$ cat src/rtl/core/dha_pkg.sv
`default_nettype none

package dha_pkg;

  localparam int IDX_W  = 8;
  localparam int CAP_W  = 9;
  localparam int ESZ_W  = 13;
  localparam int ADDR_W = 64;
  localparam int PROD_W = IDX_W + ESZ_W;

  typedef enum logic {
    OP_ALLOC = 1'b0,
    OP_FREE  = 1'b1
  } op_t;

  typedef enum logic [1:0] {
    ST_OK          = 2'd0,
    ST_NO_HANDLES  = 2'd1,
    ST_NONE_ACTIVE = 2'd2
  } status_t;

  localparam logic [1:0] CFG_HEAP_CAPACITY = 2'd0;
  localparam logic [1:0] CFG_BASE_ADDRESS  = 2'd1;
  localparam logic [1:0] CFG_ENTRY_SIZE    = 2'd2;

  localparam logic [CAP_W-1:0] CAP_RESET  = 9'd256;
  localparam logic [ESZ_W-1:0] ESZ_RESET  = 13'd32;

  // stack request from the decision logic
  typedef struct packed {
    logic             push;
    logic             pop;
    logic [IDX_W-1:0] data;
  } stk_ctl_t;

  // decided transaction waiting for its address
  typedef struct packed {
    logic [IDX_W-1:0]  idx;
    logic [PROD_W-1:0] prod;
    logic              got;
    status_t           status;
  } res_t;

endpackage

`default_nettype wire

$ cat src/rtl/core/dha_stack.sv
`default_nettype none

// lifo of freed indices: top entry in a register, the rest in a memory,
// the entry below the top prefetched into rd_r every cycle
module dha_stack #(
  parameter int MAX_SLOTS = 256
) (
  input  logic                                    clk,
  input  logic                                    rst_n,
  input  dha_pkg::stk_ctl_t                       ctl,
  output logic [$clog2(MAX_SLOTS+1)-1:0]          depth,
  output logic [dha_pkg::IDX_W-1:0]               top
);

  localparam int AW = $clog2(MAX_SLOTS);
  localparam int DW = $clog2(MAX_SLOTS + 1);
  localparam logic [DW-1:0] FULL = DW'(MAX_SLOTS);
  localparam logic [DW-1:0] ONE  = DW'(1);
  localparam logic [DW-1:0] TWO  = DW'(2);

  logic [dha_pkg::IDX_W-1:0] mem [MAX_SLOTS];
  logic [DW-1:0]             depth_r, depth_nxt;
  logic [dha_pkg::IDX_W-1:0] top_r, top_nxt;
  logic [dha_pkg::IDX_W-1:0] rd_r;
  logic                      push_ok;
  logic                      wr_en;
  logic [DW-1:0]             wr_full, rd_full;
  logic [AW-1:0]             wr_addr, rd_addr;

  always_comb begin
    push_ok   = ctl.push && (depth_r < FULL);
    depth_nxt = depth_r;
    top_nxt   = top_r;
    if (push_ok) begin
      depth_nxt = depth_r + ONE;
      top_nxt   = ctl.data;
    end else if (ctl.pop) begin
      depth_nxt = depth_r - ONE;
      top_nxt   = rd_r;
    end
    // old top sinks into the memory on a push
    wr_en   = push_ok && (depth_r != '0);
    wr_full = depth_r - ONE;
    wr_addr = wr_full[AW-1:0];
    rd_full = depth_nxt - TWO;
    rd_addr = rd_full[AW-1:0];
  end

  always_ff @(posedge clk) begin
    if (!rst_n) begin
      depth_r <= '0;
    end else begin
      depth_r <= depth_nxt;
    end
  end

  always_ff @(posedge clk) begin
    top_r <= top_nxt;
    if (wr_en) begin
      mem[wr_addr] <= top_r;
    end
    // forward the entry written this cycle
    if (wr_en && (wr_addr == rd_addr)) begin
      rd_r <= top_r;
    end else begin
      rd_r <= mem[rd_addr];
    end
  end

  assign depth = depth_r;
  assign top   = top_r;

endmodule

`default_nettype wire

$ cat src/rtl/core/dha_addr.sv
`default_nettype none

// output stage: base plus scaled index (zero if no slot), held until taken
module dha_addr (
  input  logic                         clk,
  input  logic                         rst_n,
  input  logic                         res_valid,
  output logic                         res_ready,
  input  dha_pkg::res_t                res,
  input  logic [dha_pkg::ADDR_W-1:0]   base,
  output logic                         out_valid,
  input  logic                         out_ready,
  output logic [dha_pkg::IDX_W-1:0]    out_slot_index,
  output logic [dha_pkg::ADDR_W-1:0]   out_slot_address,
  output logic [1:0]                   out_status
);

  logic                        valid_r;
  logic [dha_pkg::IDX_W-1:0]   idx_r;
  logic [dha_pkg::ADDR_W-1:0]  addr_r, addr_nxt;
  logic [1:0]                  status_r;

  assign res_ready = !valid_r || out_ready;
  assign addr_nxt  = res.got ? (base + dha_pkg::ADDR_W'(res.prod)) : '0;

  always_ff @(posedge clk) begin
    if (!rst_n) begin
      valid_r <= 1'b0;
    end else if (res_ready) begin
      valid_r <= res_valid;
    end
  end

  always_ff @(posedge clk) begin
    if (res_valid && res_ready) begin
      idx_r    <= res.idx;
      addr_r   <= addr_nxt;
      status_r <= res.status;
    end
  end

  assign out_valid        = valid_r;
  assign out_slot_index   = idx_r;
  assign out_slot_address = addr_r;
  assign out_status       = status_r;

endmodule

`default_nettype wire

$ cat src/rtl/core/descriptor_handle_allocator_core.sv
// Handle slot allocator. Each transaction is either an allocate or a free and
// yields exactly one result. An allocate hands out the next never-used slot
// while it is below min(heap_capacity, MAX_SLOTS), otherwise the most recently
// freed slot, and reports base_address + index * entry_size; running dry gives
// status 1, a free with no active handles gives status 2, and neither changes
// state. One transaction is taken every clock cycle while results are taken,
// with no stall of its own; each result passes the input, decision and
// output registers. The free list lives in a MAX_SLOTS x 8 memory with its
// top entry held in a register, so back-to-back pops and pushes run at full
// rate. The memory needs no clearing after reset. The user is to write
// configuration only while no transaction is in flight; it is not checked.
`default_nettype none

module descriptor_handle_allocator_core #(
  parameter int MAX_SLOTS = 256
) (
  input  logic                         clk,
  input  logic                         rst_n,
  input  logic                         in_valid,
  output logic                         in_ready,
  input  logic                         in_op,
  input  logic [dha_pkg::IDX_W-1:0]    in_freed_index,
  output logic                         out_valid,
  input  logic                         out_ready,
  output logic [dha_pkg::IDX_W-1:0]    out_slot_index,
  output logic [dha_pkg::ADDR_W-1:0]   out_slot_address,
  output logic [1:0]                   out_status,
  input  logic                         cfg_wr_en,
  input  logic [1:0]                   cfg_index,
  input  logic [dha_pkg::ADDR_W-1:0]   cfg_wdata
);

  localparam int DW = $clog2(MAX_SLOTS + 1);
  localparam logic [31:0] MAX_W = 32'(MAX_SLOTS);

  // configuration
  logic [dha_pkg::CAP_W-1:0]   cap_r;
  logic [dha_pkg::ADDR_W-1:0]  base_r;
  logic [dha_pkg::ESZ_W-1:0]   esize_r;

  // input register
  logic                        s1_valid_r;
  logic                        s1_op_r;
  logic [dha_pkg::IDX_W-1:0]   s1_freed_r;

  // allocator state
  logic [dha_pkg::CAP_W-1:0]   fresh_r, fresh_nxt;
  logic [dha_pkg::CAP_W-1:0]   active_r, active_nxt;

  // decision register
  logic                        s2_valid_r;
  dha_pkg::res_t               s2_res_r, res_nxt;
  logic                        s2_ready;
  logic                        addr_ready;
  logic                        fire;

  dha_pkg::stk_ctl_t           stk_ctl;
  logic [DW-1:0]               stk_depth;
  logic [dha_pkg::IDX_W-1:0]   stk_top;
  logic                        fresh_ok;
  logic [dha_pkg::IDX_W-1:0]   idx_sel;

  always_ff @(posedge clk) begin
    if (!rst_n) begin
      cap_r   <= dha_pkg::CAP_RESET;
      base_r  <= '0;
      esize_r <= dha_pkg::ESZ_RESET;
    end else if (cfg_wr_en) begin
      case (cfg_index)
        dha_pkg::CFG_HEAP_CAPACITY: cap_r   <= cfg_wdata[dha_pkg::CAP_W-1:0];
        dha_pkg::CFG_BASE_ADDRESS:  base_r  <= cfg_wdata;
        dha_pkg::CFG_ENTRY_SIZE:    esize_r <= cfg_wdata[dha_pkg::ESZ_W-1:0];
        default: ;
      endcase
    end
  end

  assign s2_ready = !s2_valid_r || addr_ready;
  assign in_ready = !s1_valid_r || s2_ready;
  assign fire     = s1_valid_r && s2_ready;

  always_ff @(posedge clk) begin
    if (!rst_n) begin
      s1_valid_r <= 1'b0;
    end else if (in_ready) begin
      s1_valid_r <= in_valid;
    end
  end

  always_ff @(posedge clk) begin
    if (in_valid && in_ready) begin
      s1_op_r    <= in_op;
      s1_freed_r <= in_freed_index;
    end
  end

  // decide the transaction held in the input register
  always_comb begin
    fresh_ok       = (fresh_r < cap_r) && (32'(fresh_r) < MAX_W);
    fresh_nxt      = fresh_r;
    active_nxt     = active_r;
    stk_ctl.push   = 1'b0;
    stk_ctl.pop    = 1'b0;
    stk_ctl.data   = s1_freed_r;
    idx_sel        = '0;
    res_nxt.got    = 1'b0;
    res_nxt.status = dha_pkg::ST_OK;
    if (s1_op_r == dha_pkg::OP_ALLOC) begin
      if (fresh_ok) begin
        idx_sel     = fresh_r[dha_pkg::IDX_W-1:0];
        fresh_nxt   = fresh_r + 1'b1;
        active_nxt  = active_r + 1'b1;
        res_nxt.got = 1'b1;
      end else if (stk_depth != '0) begin
        idx_sel     = stk_top;
        stk_ctl.pop = fire;
        active_nxt  = active_r + 1'b1;
        res_nxt.got = 1'b1;
      end else begin
        res_nxt.status = dha_pkg::ST_NO_HANDLES;
      end
    end else begin
      if (active_r == '0) begin
        res_nxt.status = dha_pkg::ST_NONE_ACTIVE;
      end else begin
        stk_ctl.push = fire;
        active_nxt   = active_r - 1'b1;
      end
    end
    res_nxt.idx  = idx_sel;
    res_nxt.prod = dha_pkg::PROD_W'(idx_sel) * dha_pkg::PROD_W'(esize_r);
  end

  always_ff @(posedge clk) begin
    if (!rst_n) begin
      fresh_r    <= '0;
      active_r   <= '0;
      s2_valid_r <= 1'b0;
    end else begin
      if (fire) begin
        fresh_r  <= fresh_nxt;
        active_r <= active_nxt;
      end
      if (s2_ready) begin
        s2_valid_r <= s1_valid_r;
      end
    end
  end

  always_ff @(posedge clk) begin
    if (fire) begin
      s2_res_r <= res_nxt;
    end
  end

  dha_stack #(
    .MAX_SLOTS (MAX_SLOTS)
  ) u_stack (
    .clk   (clk),
    .rst_n (rst_n),
    .ctl   (stk_ctl),
    .depth (stk_depth),
    .top   (stk_top)
  );

  dha_addr u_addr (
    .clk              (clk),
    .rst_n            (rst_n),
    .res_valid        (s2_valid_r),
    .res_ready        (addr_ready),
    .res              (s2_res_r),
    .base             (base_r),
    .out_valid        (out_valid),
    .out_ready        (out_ready),
    .out_slot_index   (out_slot_index),
    .out_slot_address (out_slot_address),
    .out_status       (out_status)
  );

endmodule

`default_nettype wire

$ cat config.mk
export PLATFORM = sky130hd
export DESIGN_NAME = descriptor_handle_allocator_core
export DESIGN_NICKNAME = d
export VERILOG_FILES = /design/src/rtl/core/dha_pkg.sv /design/src/rtl/core/dha_stack.sv /design/src/rtl/core/dha_addr.sv /design/src/rtl/core/descriptor_handle_allocator_core.sv
export SDC_FILE = /design/constraint.sdc
export NUM_CORES = 2
export LEC_CHECK = 0
export ABC_AREA = 1
export CAP_MARGIN = 20
export CORE_MARGIN = 2
export CORE_UTILIZATION = 35
export DETAILED_ROUTE_END_ITERATION = 10
export DONT_BUFFER_PORTS = 1
export HOLD_SLACK_MARGIN = 0.05
export PLACE_DENSITY = 0.47
export SETUP_SLACK_MARGIN = 0.02
export SYNTH_ARGS = -nofsm -noshare
export SYNTH_HDL_FRONTEND = slang
export SYNTH_SLANG_ARGS = --single-unit
$ cat constraint.sdc
create_clock -name clk -period 8.5 [get_ports clk]
set_clock_uncertainty 0.05 [all_clocks]
set_input_delay 0.85 -clock clk [delete_from_list [all_inputs] [get_ports clk]]
set_output_delay 0.85 -clock clk [all_outputs]
set_load 0.02 [all_outputs]
### Yosys cells after proc, flatten, opt, wreduce, memory -nomap -nowiden

Memories as Yosys holds them, arrays and structs flattened. A register that Yosys moved wholly into a read port is not among the register bits.
Cells that the tools add are included.

* add/subtract/negate cells: 7
* $mul: 1
* order comparisons: 3
* equality and inequality tests: 3
* mux-type cells: 24
* bitwise logic cells: 1
* reduce and logical (&&, ||, !) cells: 22

Operators with widths (number)
* 64-bit by 21-bit adder with 64-bit output: 1
* 9-bit 2-to-1 mux: 6
* 8-bit 2-to-1 mux: 5
* 9-bit by 1-bit adder with 9-bit output, second input constant: 3
* 8-bit by 13-bit multiplier with 21-bit output: 1
* 9-bit < comparator, second input constant: 2
* 9-bit by 1-bit subtractor with 9-bit output, second input constant: 2
* 1-bit 2-to-1 mux: 11
* 9-bit logical NOT: 1
* 9-bit < comparator: 1
* 9-bit nonzero test: 1
* 8-bit by 2-bit subtractor with 8-bit output, second input constant: 1
* 1-bit logical AND: 6
* 2-bit AND reduction: 3
* 3-bit AND reduction: 2
* 2-bit 2-to-1 mux: 2
* 1-bit logical NOT: 3
* 1-bit logical OR: 3
* 3-bit nonzero test: 1
* 2-bit by 1-bit == test with 1-bit output, second input constant: 1
* 2-bit == test, second input constant: 1
* 2-bit logical NOT: 1
* 2-bit inequality test, second input constant: 1
* 2-bit nonzero test: 1
* 1-bit inverter: 1

* flip-flop bits (word level): 239
* bits in writable memories: 2048
* bits of input ports: 80
* output and inout bits: 76
* word-level logic and storage cells: 81
* memories kept: 1

Memory list
* u_stack.mem: depth 256, bits a word 8, rd ports 1, clocked after Yosys merged registers in 1, write ports 1, RTL line dha_stack.sv:21 `logic [dha_pkg::IDX_W-1:0] mem [MAX_SLOTS];`

### Logic depth before layout (Yosys ltp)

* depth after elaboration: 10
* depth in mapped cells: 30
* mapped depth without buffers: 29

### Cells and area by module

From an unflattened synthesis, not the netlist that was laid out.

* cells, all modules: 9097
* area total of the unflattened synthesis: 99270.2 µm²

Modules (own cells, without submodules)
* dha_stack: instances 1, cells an instance 7092, area each 84192.0 µm²
* descriptor_handle_allocator_core: instances 1, cells an instance 1139, area each 9262.6 µm²
* dha_addr: instances 1, cells an instance 866, area each 5815.6 µm²

### Worst setup path after synthesis

OpenSTA, ideal clock, no wires.

* path type: register to register
* start point: register u_stack.top_r, in the netlist u_stack.top[3]
* end point: register s2_res_r[20] (netlist name), data pin
* library setup time: 265 ps
* arrival time: 7617 ps
* setup slack: 568 ps
* cell stages (with the launch flop): 19
* buffers on the path: 1
* clock period less this slack: 7932 ps
* cell sequence: edfxtp_1 inv_1 a211oi_4 inv_2 buf_6 nor2_1 fa_1 fa_1 fa_1 inv_1 fa_1 inv_1 ha_1 a21oi_1 a21boi_0 o21ai_1 a21oi_1 o21ai_0 xor2_1

RTL lines
* start: declaration: RTL line dha_stack.sv:23 `logic [dha_pkg::IDX_W-1:0] top_r, top_nxt;`
* start signal: assignment: RTL line dha_stack.sv:58 `top_r <= top_nxt;`
* end signal: assignment: RTL line descriptor_handle_allocator_core.sv:152 `s2_res_r <= res_nxt;`
* end: declaration: RTL line descriptor_handle_allocator_core.sv:52 `dha_pkg::res_t s2_res_r, res_nxt;`

==> results.yml <==
outcome:
  outcome: "completed"
cts:
  numClockSinks: 2295
  cts_tree: "done"
  h-tree-depth: 5
  cts_buffers: 264
  clk_path_buf_depth: 4
  post-cts-setup-buffer-count: 0
  cts_hold_buf: 52
  clk_latency_ns: 0.89
  clkTransAtPathRegs_ns: 0.06
  ctsResizeCount: 0
  cts_root_buf: "clkbuf_16"
drt:
  vias: 65800
  drt_first_iter_violations: 6005
  wl_per_cell_um: 23.6
  viasPerCell: 5.21
  first_pass_iters: 6
  wl_um: 298000
  final_antenna_net_count: 0
  drc: 0
placement:
  placed_cell_area_um2: 101000
  hpwl_um: 168000
  place_congestion: 0.878
  io_buffers: 0
timing:
  min_period_over_period_pct: 81.2
  rsz0062_at_grt: "no"
  worst-slew-pin-transition_ns: 1.18
  fin_setup_tns_ns: 0
  whs_ns: 0.114
  max_freq_ghz: 0.145
  hold_violations: 0
  maxSlewViolCount: 0
  finalSetupViolCount: 0
  slew_headroom_pct: 21.4
  post-route-min-period_ns: 6.90
floorplanning:
  die_w_um: 534
  ios: 156
  fp-row-count: 194
  initial_utilization_pct: 35.2
  coreArea_um2: 279000
  die_h_um: 534
  die_area_um2: 285000
pwr:
  power.leakage_uw: 0.0384
  power_frac_seq_pct: 45.0
  p_total_uw: 28500
  p_per_area_nw_per_um2: 259
  swShare_pct: 30.0
  clkPwrFrac_pct: 38.1
  p_int_uw: 20000
  p_comb_share_pct: 16.9
  p_sw_uw: 8550
  ir_worst_vdd_mv: 0.172
yosys:
  synth_xor_area_share_pct: 0.401
  yosysTopAreaCellShare_pct: 66.4
  syn-num-nets: 9018
  synth.distinct_cells: 48
  synthMuxAreaShare_pct: 0
  synth-simple-area-share_pct: 22.6
  netlist_top_cells_area: "edfxtp_1, nand3_1, nand2_1"
  ys_seq_area_share_pct: 68.9
  syn_avg_cell_area_um2: 11.2
  synth_top_family_by_area: "simple AND/OR/NAND/NOR gates"
  ys_ff_latch: 2295
  synth_top_area_cell: "edfxtp_1"
  synth_compound_area_share_pct: 2.05
  async_flop_share_pct: 0
  synth_edf_count: 2171
  syn-cell-area_um2: 98200
  yosys_most_used_dff: "edfxtp_1"
  synth_adder_area_share_pct: 2.47
  yosysWarnings: 0
  syn_inst: 8785
critical_path:
  startpoint_type: "flip-flop"
  crit_required_ns: 9.05
  critPathKind: "flip-flop to flip-flop"
  arrival_ns: 7.45
  crit_family: "adder cells"
  crit_buf_inv: 6
  cpPeakStageDelay_ns: 0.57
  path_max_fanout: 24
  end_kind: "flip-flop"
  critical_path.slowest_cell: "nand2_2"
cells_and_area:
  fin_area_um2: 110000
  final_cell_mix: "nand2_1, edfxtp_1, nand3_1"
  fill_cells: 27000
  drive_gt1_share_pct: 5.78
  final_common_cell: "nand2_1"
  area_delta_synth_final_pct: 12.1
  seq_area_um2: 67700
  layout.nets: 8910
  multi_input_area_um2: 27100
global_routing:
  grt_max_degree: 190
  grt_antenna_before_repair: 16
  grt_usage_pct: 20.4
  overflow: 0
  grt_first_pass_wirelength_um: 439000
  grt_pass1_vias: 64300
job:
  maxCapViolCount: 0
hold_path:
  hp-class: "input pin to flip-flop"
==> stage by stage <==
step / worst slack (ns) / utilization, % / cells
final: 1.60 / 39.4 / 12600
after global routing: 1.07 / 39.4 / 12600
after CTS: 1.61 / 39.4 / 12600
after detailed placement: 1.62 / 36.3 / 12100
after global placement: 1.54 / 36.3 / 12100
after floorplan: 0.568 / - / 8785
==> Yosys cell counts, types with 2 or more instances <==
| master | number |
|---|---|
| buf_6 | 18 |
| buf_4 | 12 |
| a21oi_1 | 169 |
| nand3b_1 | 4 |
| inv_1 | 256 |
| o21a_1 | 11 |
| nor3_1 | 27 |
| o211ai_1 | 5 |
| o21ai_0 | 145 |
| nor2_1 | 565 |
| a211oi_4 | 8 |
| nand2_2 | 20 |
| buf_1 | 83 |
| inv_2 | 13 |
| nor4_1 | 11 |
| nand4_1 | 37 |
| ha_1 | 85 |
| clkbuf_1 | 188 |
| o21ai_1 | 4 |
| and3_1 | 3 |
| a21o_1 | 2 |
| nand3_1 | 2103 |
| edfxtp_1 | 2171 |
| nor2_2 | 2 |
| clkinv_1 | 3 |
| nand2_1 | 2346 |
| fa_1 | 68 |
| o21bai_1 | 4 |
| nor2_4 | 4 |
| xor2_1 | 31 |
| dfxtp_1 | 124 |
| o31ai_1 | 2 |
| a31oi_1 | 4 |
| nor3b_1 | 2 |
| or2_2 | 7 |
| xnor2_1 | 14 |
| buf_2 | 223 |
==> per-layer routing <==
layer / global-route usage, % / vias to the layer above / share of wire (%)
met5: 0 / - / 0
met4: 6.35 / 0 / 3.1
met3: 2.97 / 456 / 5.8
met2: 33.1 / 1985 / 47
met1: 28.2 / 32700 / 44
li1: - / 30700 / -
==> power groups by stage <==
stage	combinational [µW]	clock (µW)	sequential, µW
after floorplan	2680	0	13200
after global placement	4790	0	13100
after detailed placement	4810	0	13100
after CTS	4840	11100	12800
after global routing	5210	11500	12800
final	4830	10900	12800
==> flip-flops by register name (all words and copies together) (netlist names), named ones only <==
| register | cells |
|---|---|
| u_addr.out_valid | 1 |
| u_addr.out_slot_address | 64 |
| esize_r | 13 |
| u_addr.out_slot_index | 8 |
| s1_valid_r | 1 |
| u_stack.mem | 2048 |
| s2_valid_r | 1 |
| cap_r | 9 |
| s2_res_r | 32 |
| u_stack.top | 8 |
| s1_op_r | 1 |
| u_addr.out_status | 2 |
| base_r | 64 |
| s1_freed_r | 8 |
| fresh_r | 9 |
| active_r | 9 |
| u_stack.depth | 9 |
==> worst paths after layout <==
kind                       from              endpoint  slack [ns]  cells after the start
setup / recovery     fresh_r[3]          s2_res_r[21]        1.60                     28
hold / removal    cfg_wdata[62]            base_r[62]        0.11                      2
setup reg to reg     fresh_r[3]          s2_res_r[21]        1.60                     28
hold reg to reg     s2_res_r[1]  u_addr.out_status[1]        0.37                      0
==> area by class of cell <==
cell class                      count  area share [%]
Sequential cell                  2295            61.5
Multi-Input combinational cell   5693            24.6
Clock buffer                      349            6.50
Tap cell                         3724            4.23
Timing Repair Buffer              150            1.34
Inverter                          273           0.956
Clock inverter                    119           0.828
Antenna cell                       13          0.0296
==> kinds of logic (layout without fill, tap and decap cells) <==
family / count (synthesis) / after routing
flops: 2295 / 2295
simple gates: 5135 / 5135
other cells: 0 / 13
xor+xnor: 45 / 45
compound gates: 360 / 360
fa+ha+maj: 153 / 153
buf+inv: 797 / 891
No activity file was read; power rests on OpenSTA's default activity.
